$ cat src/hdl/bmhq_pkg.sv
// Shared types, widths and codes for the binary min-heap priority queue.
// No dependencies; every other file of the block imports this package.
package bmhq_pkg;

  localparam int unsigned MAX_ENTRIES_DEF = 64;
  localparam int unsigned KEY_W           = 32;
  localparam int unsigned CAP_W           = 7;
  localparam int unsigned STATUS_W        = 2;
  localparam int unsigned OCC_OUT_W       = 7;

  localparam logic [CAP_W-1:0] CAP_RESET   = 7'd64;
  localparam logic [KEY_W-1:0] EMPTY_VALUE = 32'hFFFF_FFFF;
  localparam logic [KEY_W-1:0] ZERO_VALUE  = 32'h0000_0000;

  // Operation codes carried on in_func
  localparam logic FUNC_INSERT  = 1'b0;
  localparam logic FUNC_EXTRACT = 1'b1;

  // Result status codes
  localparam logic [STATUS_W-1:0] ST_OK       = 2'd0;
  localparam logic [STATUS_W-1:0] ST_OVERFLOW = 2'd1;
  localparam logic [STATUS_W-1:0] ST_EMPTY    = 2'd2;

  // Per-cycle command broadcast to every cell of the row
  typedef struct packed {
    logic ins_en;
    logic ext_en;
  } bmhq_ctl_t;

  function automatic logic key_less(input logic [KEY_W-1:0] a, input logic [KEY_W-1:0] b);
    key_less = $signed(a) < $signed(b);
  endfunction

endpackage

$ cat src/hdl/bmhq_cell.sv
// One storage cell of the sorted key row; holds a single key.
// Depends on bmhq_pkg for widths, the command struct and key_less.
module bmhq_cell (
  input  logic                        clk,
  input  bmhq_pkg::bmhq_ctl_t         ctl,
  input  logic [bmhq_pkg::KEY_W-1:0]  key,
  input  logic                        valid,
  input  logic                        ins_prev,
  input  logic [bmhq_pkg::KEY_W-1:0]  data_prev,
  input  logic [bmhq_pkg::KEY_W-1:0]  data_next,
  output logic                        ins,
  output logic [bmhq_pkg::KEY_W-1:0]  data
);
  import bmhq_pkg::*;

  logic [KEY_W-1:0] data_r;
  logic [KEY_W-1:0] data_nxt;

  // New key belongs at or before this cell; an empty cell always qualifies
  assign ins  = !valid || key_less(key, data_r);
  assign data = data_r;

  always_comb begin
    data_nxt = data_r;
    if (ctl.ins_en) begin
      if (ins_prev) begin
        data_nxt = data_prev;   // shift right to make room
      end else if (ins) begin
        data_nxt = key;         // insertion point
      end
    end else if (ctl.ext_en) begin
      data_nxt = data_next;     // advance toward the head
    end
  end

  always_ff @(posedge clk) begin
    data_r <= data_nxt;
  end

endmodule

$ cat config.mk
export PLATFORM = sky130hd
export DESIGN_NAME = bmhq_cell
export DESIGN_NICKNAME = d
export VERILOG_FILES = /design/src/hdl/bmhq_pkg.sv /design/src/hdl/bmhq_cell.sv
export SDC_FILE = /design/constraint.sdc
export NUM_CORES = 1
export LEC_CHECK = 0
export ABC_AREA = 0
export BUFFER_PORTS_ARGS = -buffer_cell sky130_fd_sc_hd__buf_2
export CORE_ASPECT_RATIO = 1.1
export CORE_MARGIN = 2
export CORE_UTILIZATION = 48
export DETAILED_ROUTE_END_ITERATION = 7
export PLACE_DENSITY = 0.93
export SLEW_MARGIN = 10
export SYNTH_ARGS = -nofsm -noshare
export SYNTH_HDL_FRONTEND = slang
export SYNTH_SLANG_ARGS = --single-unit
$ cat constraint.sdc
create_clock -name clk -period 7 [get_ports clk]
set_input_delay 0 -clock clk [delete_from_list [all_inputs] [get_ports clk]]
set_output_delay 0 -clock clk [all_outputs]
set_load 0.03 [all_outputs]
==> results of run 1 <==
## kinds of logic after synthesis
| logic type | count (synthesis) | synth area share, % |
|---|---|---|
| DFF | 32 | 40.0 |
| buffers and inverters | 42 | 6.72 |
| adders and majority gates | 31 | 16.2 |
| muxes | 32 | 13.3 |
| xor gates and xnor gates | 1 | 0.365 |
| and+or+nand+nor | 56 | 9.74 |
| AOI/OAI and AO/OA | 59 | 13.7 |
## cell usage after synthesis
cell type,number
inv_1,31
o31a_1,1
a211o_1,1
a211oi_1,1
and4_1,1
ha_1,31
a21o_1,2
mux2i_1,32
nand2_1,9
buf_2,3
clkbuf_1,8
a31oi_1,1
edfxtp_1,32
nand3_1,3
o21ai_0,4
nand2b_1,1
nand4_1,5
a221o_1,1
a21oi_1,45
xor2_1,1
a21oi_2,1
nor2_1,37
o221ai_1,1
a311oi_1,1
## cell type report
cell class / instances / area, µm²
sequential: 32 / 961
timing repair buffer: 134 / 673
tap: 58 / 72.6
fill: 391 / 1710
multi-input combinational: 179 / 1290
inverter: 31 / 116
clock buffer: 5 / 68.8
clock inverter: 2 / 7.51
## layer usage
metal,wire length [µm],vias up
met5,0,-
met4,184,0
met3,367,17
met2,3300,83
met1,2310,1054
li1,-,1164
## worst max path at each step
stage / start / to / slack (ns) / cells past startpoint
2_1_floorplan: data[30] / data[0] / 3.09 / 9
3_3_place_gp: data[2] / data[14] / 3.92 / 9
3_5_place_dp: data[2] / data[13] / 3.87 / 9
4_1_cts: data[2] / data[13] / 3.86 / 9
5_1_grt: data[2] / data[15] / 3.65 / 9
6_report: data[21] / data[11] / 3.89 / 9
## cells in the final DEF, fill, tap and decap left out
master / netlist / final
mux2i_1: 32 / 32
nand4_1: 5 / 5
a31oi_1: 1 / 1
and4_1: 1 / 1
a21oi_4: 0 / 1
nor2_1: 37 / 37
buf_4: 0 / 1
a211o_1: 1 / 1
o21ai_0: 4 / 4
o31a_1: 1 / 1
nand2b_1: 1 / 1
o221ai_1: 1 / 1
a221o_1: 1 / 1
inv_1: 31 / 31
a21oi_2: 1 / 1
edfxtp_1: 32 / 32
a21o_1: 2 / 2
nand3_1: 3 / 3
ha_1: 31 / 31
clkbuf_8: 0 / 5
buf_2: 3 / 133
a21oi_1: 45 / 44
a311oi_1: 1 / 1
xor2_1: 1 / 1
nand2_1: 9 / 9
clkinv_1: 0 / 2
a211oi_1: 1 / 1
## power breakdown
group | total, W | internal (W) | switching, W
registers | 0.000248 | 0.000238 | 0.00000961
clock network | 0.000131 | 0.0000655 | 0.0000651
logic | 0.000206 | 0.0000793 | 0.000126
total | 0.000584 | 0.000383 | 0.000201
## worst register-to-register path, delay by kind of cell (launching register included)
kind | cells | cell delay, ns
AOI/OAI and AO/OA | 6 | 1.92
DFF | 1 | 0.38
adders and majority gates | 1 | 0.24
xor gates and xnor gates | 1 | 0.11
buffers and inverters | 1 | 0.07
## per-stage QoR
step	setup slack [ns]	instances	cell area, µm²	hold slack [ns]	total power, W
finish	3.89	441	3190	0.0385	0.000584
global route	3.65	441	3190	0.0380	0.000621
CTS	3.86	441	3190	0.0308	0.000590
detailed placement	3.87	434	3110	0.321	0.000457
global placement	3.92	434	3110	0.318	0.000449
floorplan	3.09	253	2400	0.167	0.000382
==> flow_summary.toml, run 1 <==
[logic_synthesis]
syn_area_per_cell_um2 = 9.49
synth_top_area_share_pct = 40.0
ys_seq_area_share_pct = 40.0
synthesis.area_mm2 = 0.00240
ys_types = 24
ys_ff_latch = 32
syn_inst = 253
syn_nets = 385
synthTopCellsByArea = "edfxtp_1 40%, ha_1 16%, mux2i_1 13%"
yosys_warnings = 0
synth_top_area_cell = "edfxtp_1"

[cts]
cts_buffer_depth = 2
cts.htree.levels = 2
postCtsSetupBuffers = 0
cts_hold_repair.buffers = 0
cts_made_buffers = 5
cts_tree = "yes"
root_buffer = "clkbuf_8"
cts.sinks = 32
cts_resized = 0
insertion_delay_ns = 0.28
path_clk_slew_ns = 0.07

[global_routing]
antenna_found_initial = 0
use_met3_pct = 3.85
gr-max-usage-layer = "met2"
grt_pass1_wl_mm = 9.65
gr-total-overflow = 0
met2_usage_pct = 40.3
globalRouteTotalUtil_pct = 21.7
grt_max_degree = 67
first_global_vias = 2311
gr-usage-met1_pct = 23.0

[sta]
tns_ns = 0
maxSlewHeadroom_pct = 29.6
finalHoldViolations = 0
fin_crit_sh_pct = 44.4
finalClockSkew_ns = 0.00419
finalSetupViolations = 0
fmax_ghz = 0.322
worst_pin_slew_ns = 1.05
rsz0062_at_grt = "no"
maxSlewViolCount = 0
finalCriticalPeriod_ns = 3.11

[floorplan]
initial_core_util_pct = 49.0
io_pins = 134
rows = 27
die_w_um = 71.4
coreArea_mm2 = 0.00490
die_h_um = 78.2
die_area_mm2 = 0.00558

[min_path]
min_to = "data[28]"
hp-class = "in -> reg"
whs_path_depth = 3
hp-start = "data_next[28]"

[drt]
avgRoutedWirePerCell_um = 14.0
drc = 0
vias = 2318
viasPerCell = 5.26
drt-initial-drc-count = 61
wl_mm = 6.17
dr.pass1.iters = 4
antenna_left = 0

[setup_path]
slowest_delay_ns = 0.84
endpoint_kind = "flip-flop"
regToRegSetupSlack_ns = 3.89
cpMaxStageDelayCell = "a21oi_4"
path_class = "reg -> reg"
crit_arrival_ns = 3.00
worst-path-buf-inv = 1
critPathTopFamily = "compound AO/OA/AOI/OAI gates"
r2r_start = "data[21]"
cp.required_ns = 6.90
start_kind = "flip-flop"
r2r-end = "data[11]"
path_cells = "inv_1 > ha_1 > a21oi_1 > o21ai_0 > a221o_1 > a311oi_1 > o31a_1 > xor2_1 > a21oi_4"
reg2regPathDepth = 9
path_max_fanout = 32

[final_layout]
syn_to_final_growth_pct = 32.8
nets = 515
layout-drive-gt1-share_pct = 36.8
utilization_pct = 65.1
largest_reg_flops = 32
insertedDiodeCount = 0

[power]
power.density_mw_per_mm2 = 183
ir_worst_vdd_uv = 128
leakagePower_nw = 1.70

[run_status]
status = "finished clean"

[placed_design]
portBuffers = 133
place_congestion = 0.776
dp_hpwl_mm = 4.81

[run]
drv_cap = 0
(Power assumes the default switching activity.)
==> run 2: changes to the inputs <==
--- a/config.mk
+++ b/config.mk
@@ -9,9 +9,9 @@
 export BUFFER_PORTS_ARGS = -buffer_cell sky130_fd_sc_hd__buf_2
 export CORE_ASPECT_RATIO = 1.1
 export CORE_MARGIN = 2
-export CORE_UTILIZATION = 48
+export CORE_UTILIZATION = 45
 export DETAILED_ROUTE_END_ITERATION = 7
-export PLACE_DENSITY = 0.93
+export PLACE_DENSITY = 0.88
 export SLEW_MARGIN = 10
 export SYNTH_ARGS = -nofsm -noshare
 export SYNTH_HDL_FRONTEND = slang
==> constraint.sdc (replaced) <==
create_clock -name clk -period 2.9 [get_ports clk]
set_input_delay 0 -clock clk [delete_from_list [all_inputs] [get_ports clk]]
set_output_delay 0 -clock clk [all_outputs]
set_load 0.03 [all_outputs]
==> run 2 against run 1 <==
Compared with the run above:
- wire length is 2.8% higher
- power rose by 150%
- utilization down 1.3 points
- clock skew is 0.0028 ns higher
- critical endpoint is now ins
- highest routed layer unchanged
==> flow_summary.toml, run 2 (synthesis results as in run 1) <==
[final_layout]
utilization_pct = 63.9
layout-drive-gt1-share_pct = 37.8
insertedDiodeCount = 0
fill_cells = 443
largest_reg_flops = 32
nets = 517
syn_to_final_growth_pct = 34.8
final_area_mm2 = 0.00324
layout_commonest_cell = "buf_2"
final_cell_mix = "133 x buf_2, 44 x a21oi_1, 37 x nor2_1"

[drt]
wl_mm = 6.34
avgRoutedWirePerCell_um = 14.3
antenna_left = 0
drt-initial-drc-count = 47
vias = 2322
viasPerCell = 5.23
dr.pass1.iters = 4
drc = 0

[setup_path]
crit_arrival_ns = 2.64
regToRegSetupSlack_ns = 0.28
path_max_fanout = 2
path_cells = "inv_1 > ha_1 > a211o_1 > a31oi_1 > o221ai_1 > a211oi_1 > o31a_1 > xor2_1 > nand2_1 > buf_2"
worst-path-buf-inv = 2
endpoint_kind = "output pin"
start_kind = "flip-flop"
critPathTopFamily = "compound AO/OA/AOI/OAI gates"
cpMaxStageDelayCell = "edfxtp_1"
cp.required_ns = 2.90
reg2regPathDepth = 10
setup.worst_path.start = "data[2]"
r2r_start = "data[2]"
slowest_delay_ns = 0.40
path_depth = 10
critical_path.endpoint = "ins"
path_class = "reg -> out"
r2r-end = "data[13]"

[cts]
cts_tree = "yes"
cts_made_buffers = 5
cts.htree.levels = 2
insertion_delay_ns = 0.28
cts_buffer_depth = 2
cts_resized = 0
postCtsSetupBuffers = 0
path_clk_slew_ns = 0.07
cts.sinks = 32
root_buffer = "clkbuf_8"
cts_hold_repair.buffers = 0

[placed_design]
dp_hpwl_mm = 5.22
portBuffers = 133
place_congestion = 0.826
placed_area_mm2 = 0.00315

[floorplan]
coreArea_mm2 = 0.00507
rows = 27
initial_core_util_pct = 47.4
io_pins = 134
die_h_um = 80.6
die_area_mm2 = 0.00594
die_w_um = 73.6

[global_routing]
globalRouteTotalUtil_pct = 21.6
first_global_vias = 2279
gr-total-overflow = 0
grt_max_degree = 35
grt_pass1_wl_mm = 9.84
antenna_found_initial = 0

[sta]
fin_crit_sh_pct = 91.0
finalHoldViolations = 0
finalCriticalPeriod_ns = 2.64
tns_ns = 0
finalSetupViolations = 0
maxSlewHeadroom_pct = 62.6
maxSlewViolCount = 0
finalClockSkew_ns = 0.00702
rsz0062_at_grt = "no"
worst_pin_slew_ns = 0.560
fmax_ghz = 0.379

[min_path]
hp-start = "data_next[24]"
hp-class = "in -> reg"

[power]
power.density_mw_per_mm2 = 443
leakagePower_nw = 1.72
ir_worst_vdd_uv = 202

[run_status]
status = "finished clean"

[run]
drv_cap = 0
## run 2: how the worst min path moves through the flow
stage | cells after the start | slack, ns | endpoint
floorplan | 1 | 0.17 | ins
global placement | 3 | 0.30 | ins
detailed placement | 3 | 0.32 | ins
CTS | 3 | 0.03 | data[16]
global route | 3 | 0.05 | data[21]
finish | 3 | 0.04 | data[24]
## run 2: routing by layer
layer  vias to the layer above  routed length [µm]  GRT usage [%]
met4                         0                  95           8.36
met5                         -                   0              0
met3                        10                 406           5.02
met2                        91                3320           40.5
met1                      1054                2510           22.6
li1                       1167                   -              -
## run 2: power breakdown
group / leakage [nW] / internal (W) / total [W] / switching, W
logic: 1.36 / 0.000199 / 0.000509 / 0.000310
clock network: 0.0453 / 0.000163 / 0.000325 / 0.000162
registers: 0.317 / 0.000574 / 0.000599 / 0.0000248
## run 2: stage by stage
stage                     setup WS (ns)  power [W]  instances  hold slack [ns]
final                             0.262    0.00143        444           0.0439
after global routing              0.132    0.00153        444           0.0537
after CTS                         0.245    0.00145        444           0.0309
after detailed placement          0.299    0.00112        436            0.319
after global placement            0.418    0.00110        436            0.298
after floorplan                 0.00468   0.000928        253            0.167
## run 2: worst reg2reg max path, delay by kind of cell, from the launching register on
| family | cells | cell delay (ns) |
|---|---|---|
| compound gates | 6 | 1.16 |
| xor+xnor | 1 | 0.30 |
| fa+ha+maj | 1 | 0.23 |
| buf+inv | 2 | 0.26 |
| flops | 1 | 0.40 |
## run 2: area by class of cell
type                       instances  area [µm²]  share of cell area (%)
clock buffer                       5        68.8                    2.13
tap                               58        72.6                    2.24
inverter                          31         116                    3.60
clock inverter                     3        13.8                   0.425
timing repair buffer             136         701                    21.7
sequential                        32         961                    29.7
multi-input combinational        179        1300                    40.3
